$ cat config.mk
export PLATFORM = sky130hd
export DESIGN_NAME = modular_exponentiation
export DESIGN_NICKNAME = d
export VERILOG_FILES = /design/src/rtl/mexp_pkg.sv /design/src/rtl/mexp_modmul.sv /design/src/rtl/modular_exponentiation.sv
export SDC_FILE = /design/constraint.sdc
export NUM_CORES = 1
export LEC_CHECK = 0
export ABC_AREA = 1
export BUFFER_PORTS_ARGS = -buffer_cell sky130_fd_sc_hd__buf_2
export CORE_ASPECT_RATIO = 0.9
export CORE_MARGIN = 10
export CORE_UTILIZATION = 43
export DETAILED_ROUTE_END_ITERATION = 8
export PLACE_DENSITY = 0.7
export SLEW_MARGIN = 10
export SYNTH_ARGS = -nofsm -noshare
export SYNTH_HDL_FRONTEND = slang
export SYNTH_SLANG_ARGS = --single-unit
$ cat constraint.sdc
create_clock -name aclk -period 5.5 [get_ports aclk]
set_clock_uncertainty 0.1 [all_clocks]
set_input_delay 0.275 -clock aclk [delete_from_list [all_inputs] [get_ports aclk]]
set_output_delay 0.275 -clock aclk [all_outputs]
set_load 0.02 [all_outputs]
$ cat src/rtl/mexp_pkg.sv
// Shared constants and sequencer state type for the modular exponentiation block.
package mexp_pkg;

    localparam int OPERAND_BITS_DEF = 31;
    localparam int CFG_ADDR_BITS    = 2;

    localparam logic [CFG_ADDR_BITS-1:0] CFG_MODULUS  = CFG_ADDR_BITS'(0);
    localparam logic [CFG_ADDR_BITS-1:0] CFG_EXPONENT = CFG_ADDR_BITS'(1);

    typedef enum logic [2:0] {
        ST_IDLE,
        ST_REDUCE,
        ST_REDUCE_WAIT,
        ST_CHECK,
        ST_MUL,
        ST_MUL_WAIT,
        ST_SQR,
        ST_SQR_WAIT
    } mexp_state_t;

endpackage

$ cat src/rtl/mexp_modmul.sv
// Bit-serial interleaved modular multiplier: one multiplier bit per cycle, MSB first.
module mexp_modmul #(
    parameter int OPERAND_BITS = mexp_pkg::OPERAND_BITS_DEF
) (
    input  logic                    aclk,
    input  logic                    aresetn,
    input  logic                    start,
    input  logic [OPERAND_BITS-1:0] op_a,     // must be below the modulus
    input  logic [OPERAND_BITS-1:0] op_b,     // any value
    input  logic [OPERAND_BITS-1:0] modulus,  // nonzero, stable while busy
    output logic                    done,
    output logic [OPERAND_BITS-1:0] product
);
    import mexp_pkg::*;

    localparam int W     = OPERAND_BITS;
    localparam int CNT_W = $clog2(W + 1);

    logic [W-1:0]     acc_reg, acc_next;
    logic [W-1:0]     a_reg;
    logic [W-1:0]     b_reg;
    logic [CNT_W-1:0] cnt_reg;
    logic             busy_reg;
    logic             done_reg;

    logic [W:0] dbl, red1, sum, red2, mod_ext;
    logic [W-1:0] addend;

    // acc = (2*acc + bit*a) mod m, each half needs one compare-subtract
    always_comb begin
        mod_ext  = {1'b0, modulus};
        dbl      = {acc_reg, 1'b0};
        red1     = (dbl >= mod_ext) ? (dbl - mod_ext) : dbl;
        addend   = b_reg[W-1] ? a_reg : '0;
        sum      = {1'b0, red1[W-1:0]} + {1'b0, addend};
        red2     = (sum >= mod_ext) ? (sum - mod_ext) : sum;
        acc_next = red2[W-1:0];
    end

    always_ff @(posedge aclk) begin
        if (!aresetn) begin
            busy_reg <= 1'b0;
            done_reg <= 1'b0;
            cnt_reg  <= '0;
        end else begin
            done_reg <= 1'b0;
            if (start) begin
                busy_reg <= 1'b1;
                cnt_reg  <= CNT_W'(W);
            end else if (busy_reg) begin
                cnt_reg <= cnt_reg - CNT_W'(1);
                if (cnt_reg == CNT_W'(1)) begin
                    busy_reg <= 1'b0;
                    done_reg <= 1'b1;
                end
            end
        end
    end

    always_ff @(posedge aclk) begin
        if (start) begin
            acc_reg <= '0;
            a_reg   <= op_a;
            b_reg   <= op_b;
        end else if (busy_reg) begin
            acc_reg <= acc_next;
            b_reg   <= {b_reg[W-2:0], 1'b0};
        end
    end

    assign done    = done_reg;
    assign product = acc_reg;

endmodule

$ cat src/rtl/modular_exponentiation.sv
// Top level: right-to-left square-and-multiply sequencer around a shared modular multiplier.
// Each multiplier pass (reduce, multiply or square) is followed by a check state. An item
// takes 1 + popcount(e) + floor(log2(e)) passes; exponent zero needs only the reduce pass.
// One item at a time; the next is taken while a finished result waits in the output register.
// aresetn is synchronous, active low: modulus returns to 1, exponent to 0, handshakes idle.
module modular_exponentiation #(
    parameter int OPERAND_BITS = mexp_pkg::OPERAND_BITS_DEF
) (
    input  logic                               aclk,
    input  logic                               aresetn,
    input  logic                               cfg_wen,
    input  logic [mexp_pkg::CFG_ADDR_BITS-1:0] cfg_addr,
    input  logic [OPERAND_BITS-1:0]            cfg_wdata,
    input  logic                               s_tvalid,
    output logic                               s_tready,
    input  logic [((OPERAND_BITS+7)/8)*8-1:0]  s_tdata,   // base_value
    output logic                               m_tvalid,
    input  logic                               m_tready,
    output logic [((OPERAND_BITS+7)/8)*8-1:0]  m_tdata    // power_result
);
    import mexp_pkg::*;

    localparam int W          = OPERAND_BITS;
    localparam int TDATA_BITS = ((OPERAND_BITS + 7) / 8) * 8;

    mexp_state_t state_reg, state_next;

    logic [W-1:0] modulus_reg, exponent_reg;
    logic [W-1:0] base_reg, exp_reg, sq_reg, acc_reg, out_reg;
    logic         m_valid_reg;

    logic [W-1:0] mod_eff, one_mod;
    logic         out_free, finish;
    logic         mul_start, mul_done;
    logic [W-1:0] mul_a, mul_b, mul_prod;

    // a zero modulus behaves as a modulus of one
    assign mod_eff  = (modulus_reg == '0) ? W'(1) : modulus_reg;
    assign one_mod  = (mod_eff == W'(1)) ? '0 : W'(1);
    assign out_free = !m_valid_reg || m_tready;
    assign finish   = (state_reg == ST_CHECK) && (exp_reg == '0) && out_free;

    mexp_modmul #(
        .OPERAND_BITS(OPERAND_BITS)
    ) u_modmul (
        .aclk    (aclk),
        .aresetn (aresetn),
        .start   (mul_start),
        .op_a    (mul_a),
        .op_b    (mul_b),
        .modulus (mod_eff),
        .done    (mul_done),
        .product (mul_prod)
    );

    always_comb begin
        state_next = state_reg;
        case (state_reg)
            ST_IDLE:        if (s_tvalid) state_next = ST_REDUCE;
            ST_REDUCE:      state_next = ST_REDUCE_WAIT;
            ST_REDUCE_WAIT: if (mul_done) state_next = ST_CHECK;
            ST_CHECK: begin
                if (exp_reg == '0) begin
                    if (out_free) state_next = ST_IDLE;
                end else if (exp_reg[0]) begin
                    state_next = ST_MUL;
                end else begin
                    state_next = ST_SQR;
                end
            end
            ST_MUL:         state_next = ST_MUL_WAIT;
            ST_MUL_WAIT:    if (mul_done) state_next = ST_CHECK;
            ST_SQR:         state_next = ST_SQR_WAIT;
            ST_SQR_WAIT:    if (mul_done) state_next = ST_CHECK;
            default:        state_next = ST_IDLE;
        endcase
    end

    always_comb begin
        s_tready  = 1'b0;
        mul_start = 1'b0;
        mul_a     = sq_reg;
        mul_b     = sq_reg;
        case (state_reg)
            ST_IDLE:   s_tready = 1'b1;
            ST_REDUCE: begin
                mul_start = 1'b1;
                mul_a     = one_mod;
                mul_b     = base_reg;
            end
            ST_MUL: begin
                mul_start = 1'b1;
                mul_b     = acc_reg;
            end
            ST_SQR:    mul_start = 1'b1;
            default:   mul_start = 1'b0;
        endcase
    end

    always_ff @(posedge aclk) begin
        if (!aresetn) begin
            state_reg    <= ST_IDLE;
            modulus_reg  <= W'(1);
            exponent_reg <= '0;
            m_valid_reg  <= 1'b0;
        end else begin
            state_reg <= state_next;
            if (cfg_wen) begin
                case (cfg_addr)
                    CFG_MODULUS:  modulus_reg  <= cfg_wdata;
                    CFG_EXPONENT: exponent_reg <= cfg_wdata;
                    default:      ;
                endcase
            end
            if (finish) begin
                m_valid_reg <= 1'b1;
            end else if (m_tready) begin
                m_valid_reg <= 1'b0;
            end
        end
    end

    always_ff @(posedge aclk) begin
        case (state_reg)
            ST_IDLE: begin
                base_reg <= s_tdata[W-1:0];
                exp_reg  <= exponent_reg;
                acc_reg  <= W'(1);
            end
            ST_REDUCE_WAIT: if (mul_done) sq_reg <= mul_prod;
            ST_MUL_WAIT: begin
                if (mul_done) begin
                    acc_reg <= mul_prod;
                    exp_reg <= {exp_reg[W-1:1], 1'b0};
                end
            end
            ST_SQR_WAIT: begin
                if (mul_done) begin
                    sq_reg  <= mul_prod;
                    exp_reg <= {1'b0, exp_reg[W-1:1]};
                end
            end
            default: ;
        endcase
        if (finish) out_reg <= acc_reg;
    end

    assign m_tvalid = m_valid_reg;
    assign m_tdata  = TDATA_BITS'(out_reg);

endmodule

Word-level counts from Yosys, hierarchy flattened:

Cells that the tools add are included.

* register bits: 321
* input bits: 70
* output and inout bits: 34

* add/subtract/negate cells: 4
* $lt $le $gt $ge: 2
* equality and inequality tests: 15
* multiplexer cells: 30
* bitwise logic cells: 3
* reductions and logical operators: 24

Operators by type and width (number)
* $mux 31: 9
* $pmux 31 s2: 2
* $pmux 31 s3: 1
* $ge 32x31->1: 2
* $logic_not 31->1: 2
* $sub 31x31->31: 2
* $add 31x31->32: 1
* $eq 31x1->1 const B: 1
* $pmux 3 s6: 1
* $eq 3x3->1 const B: 4
* $mux 3: 4
* $mux 1: 10
* $mux 5: 2
* $reduce_and 3->1: 3
* $reduce_or 3->1: 3
* $reduce_and 2->1: 4
* $reduce_bool 2->1: 4
* $eq 3x2->1 const B: 2
* $ne 2x1->1 const B: 3
* $eq 5x1->1 const B: 1
* $sub 5x1->5 const B: 1
* $eq 3x1->1 const B: 1
* $logic_not 3->1: 1
* $ne 3x3->1 const B: 1
* 10 further kinds: 13

Longest topological paths before layout:

* word-level depth: 7
* gate-level depth with buffers: 47
* mapped depth without buffers: 46

By module:

Synthesis repeated with hierarchy kept, for this count alone.

* cell total of the unflattened synthesis: 2593
* area, all modules: 19389.8 um^2

Modules (own cells, without submodules)
* mexp_modmul: instances 1, cells each 1642, area each 10428.8 um^2
* modular_exponentiation: instances 1, cells each 951, area each 8961.1 um^2

Worst setup path before layout:

Ideal clock, no wire load.

* path type: flip-flop to flip-flop
* from: register modulus_reg[1]
* to: register u_modmul.acc_reg[10] (netlist: u_modmul.product[10])
* arrival: 5.160 ns
* path slack: 0.100 ns
* cell stages (with the launch flop): 40
* period minus slack after synthesis: 5.400 ns
* cell sequence: dfxtp_1 > inv_1 > nand2_1 > nor2_1 > nand2_1 > nor2_1 > nand2_1 > nand2_1 > inv_1 > fa_1 > nand2_1 > nand2_1 > a21oi_2 > o21ai_2 > nand2_1 > nand3_2 > o21ai_0 > inv_1 > [... 4 more ...] > nand3_1 > nand2_1 > nand2_1 > xor2_1 > inv_1 > ha_1 > nand2_2 > inv_1 > a21oi_1 > nand2_1 > nand2_1 > nand4_1 > nand3_2 > buf_6 > buf_6 > nand3_2 > nand3_1 > o21ai_1

* cells in the longest elaborated chain, start to end: 7

RTL lines
* from (decl): line modular_exponentiation.sv:28 `logic [W-1:0] modulus_reg, exponent_reg;`
* from (signal assigned): line modular_exponentiation.sv:110 `CFG_MODULUS: modulus_reg <= cfg_wdata;`
* $logic_not 31->1: line modular_exponentiation.sv:38 `assign mod_eff = (modulus_reg == '0) ? W'(1) : modulus_reg;`
* $mux 31 *: line modular_exponentiation.sv:38
* $sub 31x31->31 / $ge 32x31->1 (equally long branches): line mexp_modmul.sv:33 `red1 = (dbl >= mod_ext) ? (dbl - mod_ext) : dbl;`
* $mux 31: line mexp_modmul.sv:33
* $add 31x31->32: line mexp_modmul.sv:35 `sum = {1'b0, red1[W-1:0]} + {1'b0, addend};`
* $sub 31x31->31 / $ge 32x31->1 (equally long branches): line mexp_modmul.sv:36 `red2 = (sum >= mod_ext) ? (sum - mod_ext) : sum;`
* $mux 31 *: line mexp_modmul.sv:36
* to (signal assigned): line mexp_modmul.sv:66 `acc_reg <= acc_next;`
* to (decl): line mexp_modmul.sv:19 `logic [W-1:0] acc_reg, acc_next;`

Every way passes the cells marked *; elsewhere a longest branch is shown, timed or not.
A chain may end at the register's enable or synchronous reset.

Worst setup path in the final report:

* from: register modulus_reg[18]
* to: register u_modmul.acc_reg[19] (netlist: u_modmul.product[19])

The elaborated chain is that of the path after synthesis.

==> results by stage <==
Die:
- The die covers 54000 um2.
- The number of rows in the core area is 73.
- The chip width is 244 um.
- 104 I/O pins were placed.
- Once the floorplan was initialized, standard cells occupied 43.7% of the core.
- The die is 221 um tall.
- The area of the core is 44400 um2.

Yosys:
- By area the synthesized netlist is led by edfxtp_1 (34%), nand2_1 (14%), dfxtp_1 (11%).
- The fraction of synthesized cell area taken by the top area cell type is 33.6%.
- The sequential cell area fraction in the yosys report is 44.4%.
- The synthesized net count is 2715.
- edfxtp_1 takes more of the synthesized area than any other cell.
- The count of mapped cells out of synthesis is 2547.
- The number of storage elements in the synthesis netlist is 321.
- The netlist area before placement is 19400 um2.
- The distinct cell type count after synthesis is 47.
- For this run, asynchronously set or reset flops after synthesis account for 0%.
- The yosys synthesis warning count is 0.
- The number of enable flip-flop cells after synthesis is 217.
- Among all flip-flop cells after synthesis, the most frequent one is edfxtp_1.
- Each instance of the synthesized netlist takes up on average 7.61 um2.

Placed design:
- Counting tap cells, the placed design contains a total of 3592 instances.
- The placed wire-length estimate is 59100 um.
- During placement, the flow inserted port buffers numbering 101.
- The final weighted congestion of routability-driven global placement is 1.09.
- In this run the cell area measured after placement is 23500 um2.

Finish:
- The library cell used most frequently in the layout, excluding fill and tap cells, is nand2_1.
- From synthesis to final layout, the design area changed by 44.8%.
- After the flow finishes, the layout carries non-filler instances totaling 3792.
- The post-layout instance area is 28100 um2.
- The antenna diode count is 0.
- The share of layout cells above drive strength 1 is 33.7%.
- For this run, the post-layout net count is 3334.
- At the end of the flow the core is filled with cells to 63.2%.
- In the layout the commonest cells are nand2_1 (582), buf_4 (463), inv_1 (346), nor2_1 (224), edfxtp_1 (217).

Setup path:
- The critical path endpoint is u_modmul.product[19].
- Counting stages on the worst path, the most repeated cell is nand2_2.
- The number of cells on the worst reg-to-reg path is 38.
- The worst setup path is captured at a flop.
- At the worst endpoint, the arrival time is 6.15 ns.
- For flop-to-flop paths, the worst setup slack is -0.31 ns.
- The worst-path maximum fanout is 6.
- On the worst path, the slowest cell contributes a delay of 0.41 ns.
- The highest-delay cell along the critical path is xor2_1.
- The critical register-to-register path startpoint is modulus_reg[18].
- The launch point of the critical path is modulus_reg[18].
- The capture instance of the worst register-to-register path is u_modmul.product[19].
- The required time at the worst-slack endpoint is 5.84 ns.
- The startpoint type of the worst setup path is a flop.
- The classification of the worst setup path is flop to flop.

Global routing:
- The wire length of the first global-routing pass is 115000 um.
- The initial antenna violation count was 2.
- The total overflow left after global routing is 0.
- Entering global routing, the biggest net connects 68 pins.
- The via count of the first global-routing pass was 19600.
- The global-route usage over all layers is 27.3%.

STA:
- For the pin with the worst max-slew slack, the measured transition is 1.10 ns.
- For the finished layout, the period the worst path requires is 5.81 ns.
- Setup repair after global routing could not meet its margin everywhere.
- The max-slew violation total from the final report came to 0.
- Setup slack on the critical path of the routed design comes to -0.312 ns.
- The final critical path takes up 106% of the cycle.
- The post-route worst hold slack is 0.0983 ns.
- Setup violations remaining at the end of the flow were counted as 31.
- Static timing analysis puts the maximum clock frequency at 172 MHz.
- Measured against its own limit, the worst slew margin works out to 26.6%.
- The total count of hold-check failures in the final report is 0.

Flow run:
- The number of max-capacitance violations reported is 0.

Route:
- The remaining number of nets flagged by the antenna check after routing is 0.
- Wires add up to 78700 um.
- The final routed DRC violation total is 0.
- The met2 wire length is 34900 um.
- The average vias per placed instance is 5.40.
- The detailed router's first-iteration violation count is 2367.
- The first-pass iteration count of the detailed router is 6.
- The routed wire length per instance is 20.8 um.
- The wire length on met3 is 7290 um.
- The final route contains 20500 vias.
- The met1 wire length is 32900 um.
- Routed signal wires occupy layers up through met4.

Clock tree:
- The clock insertion delay at the later pin of the skew report is 0.55 ns.
- The total clock buffers created by CTS is 36.
- The total number of H-tree levels is 2.
- Counting along the longest clock path gives a buffer depth of 3.
- Clock-pin slew was measured on the worst setup and hold paths at 0.06 ns.
- The root buffer cell chosen for the clock tree is clkbuf_16.
- The number of sinks handled by clock tree synthesis is 321.
- TritonCTS built the clock tree.

Hold path:
- The startpoint of the worst hold path is s_tvalid.
- The worst hold path belongs to the class input port to flop.

Status:
- The flow ran to the end, but the final reports show violations.
- The final reports fail on negative setup slack.
==> layer usage <==
| metal | vias to the layer above | track usage (%) |
|---|---|---|
| met5 | - | 0 |
| met4 | 0 | 11.1 |
| met3 | 191 | 3.55 |
| met2 | 1135 | 42.7 |
| met1 | 9617 | 37.6 |
| li1 | 9522 | - |
==> metrics by stage <==
step / TNS, ns / setup slack [ns]
after floorplan: 0 / 0.100
after CTS: -2.32 / -0.131
after global routing: -13.97 / -0.511
final: -7.58 / -0.312
after global placement: -21.23 / -0.804
after detailed placement: -21.10 / -0.787
==> timing repair <==
action / 4_1_cts / 5_1_grt
buffers inserted: 40 / 27
hold buffers: 65 / 0
setup endpoints to repair: 31 / 31
hold endpoints to repair: 83 / 0
cloned: 2 / 4
resized for setup: 267 / 248
pin swaps: 77 / 110
==> cell usage after synthesis (all sizes together), types with 2 or more instances <==
cell type,n
nand2,723
inv,390
nor2,283
edfxtp,217
nand3,170
o21ai,150
a21oi,141
dfxtp,104
ha,95
clkbuf,45
buf,29
xnor2,29
xor2,24
nor3,20
o21bai,19
a41oi,18
nor4,15
nand4,14
a221oi,13
a31oi,12
a21o,9
nand3b,8
o211ai,4
and3,3
fa,3
o21a,2
==> layout make-up <==
| cell class | instances | area [um2] |
|---|---|---|
| clock inverter | 19 | 186 |
| tap | 600 | 751 |
| multi-input combinational | 1762 | 11000 |
| fill | 3741 | 16300 |
| sequential | 321 | 8600 |
| timing repair buffer | 655 | 5090 |
| inverter | 390 | 1480 |
| clock buffer | 45 | 966 |
==> worst min-delay path by stage <==
stage | end | slack [ns] | cells past startpoint
finish | state_reg[0] | 0.1 | 5
global route | state_reg[0] | 0.15 | 5
CTS | state_reg[0] | 0.07 | 5
detailed placement | out_reg[26] | 0.34 | 0
global placement | out_reg[8] | 0.33 | 0
floorplan | base_reg[0] | 0.27 | 0
==> critical path: cells and delay by family (launching register included) <==
family          cells  cell delay, ns
simple gates       23            2.68
fa+ha+maj           3            0.90
buf+inv             6            0.62
xor+xnor            2            0.58
compound gates      4            0.53
flops               1            0.33
==> cell families (layout without fill, tap and decap cells) <==
kind of cell / count (synthesis) / in the layout / share of synthesized area [%]
compound gates: 372 / 372 / 10.9
other cells: 1 / 1 / 0.0194
simple gates: 1238 / 1238 / 26.5
xor+xnor: 53 / 53 / 2.40
fa+ha+maj: 98 / 98 / 6.44
buf+inv: 464 / 1109 / 9.40
flops: 321 / 321 / 44.4
Power is left out: the tool's default activity adds up to more than one toggle a clock period on the data nets, which glitch-free logic cannot reach.
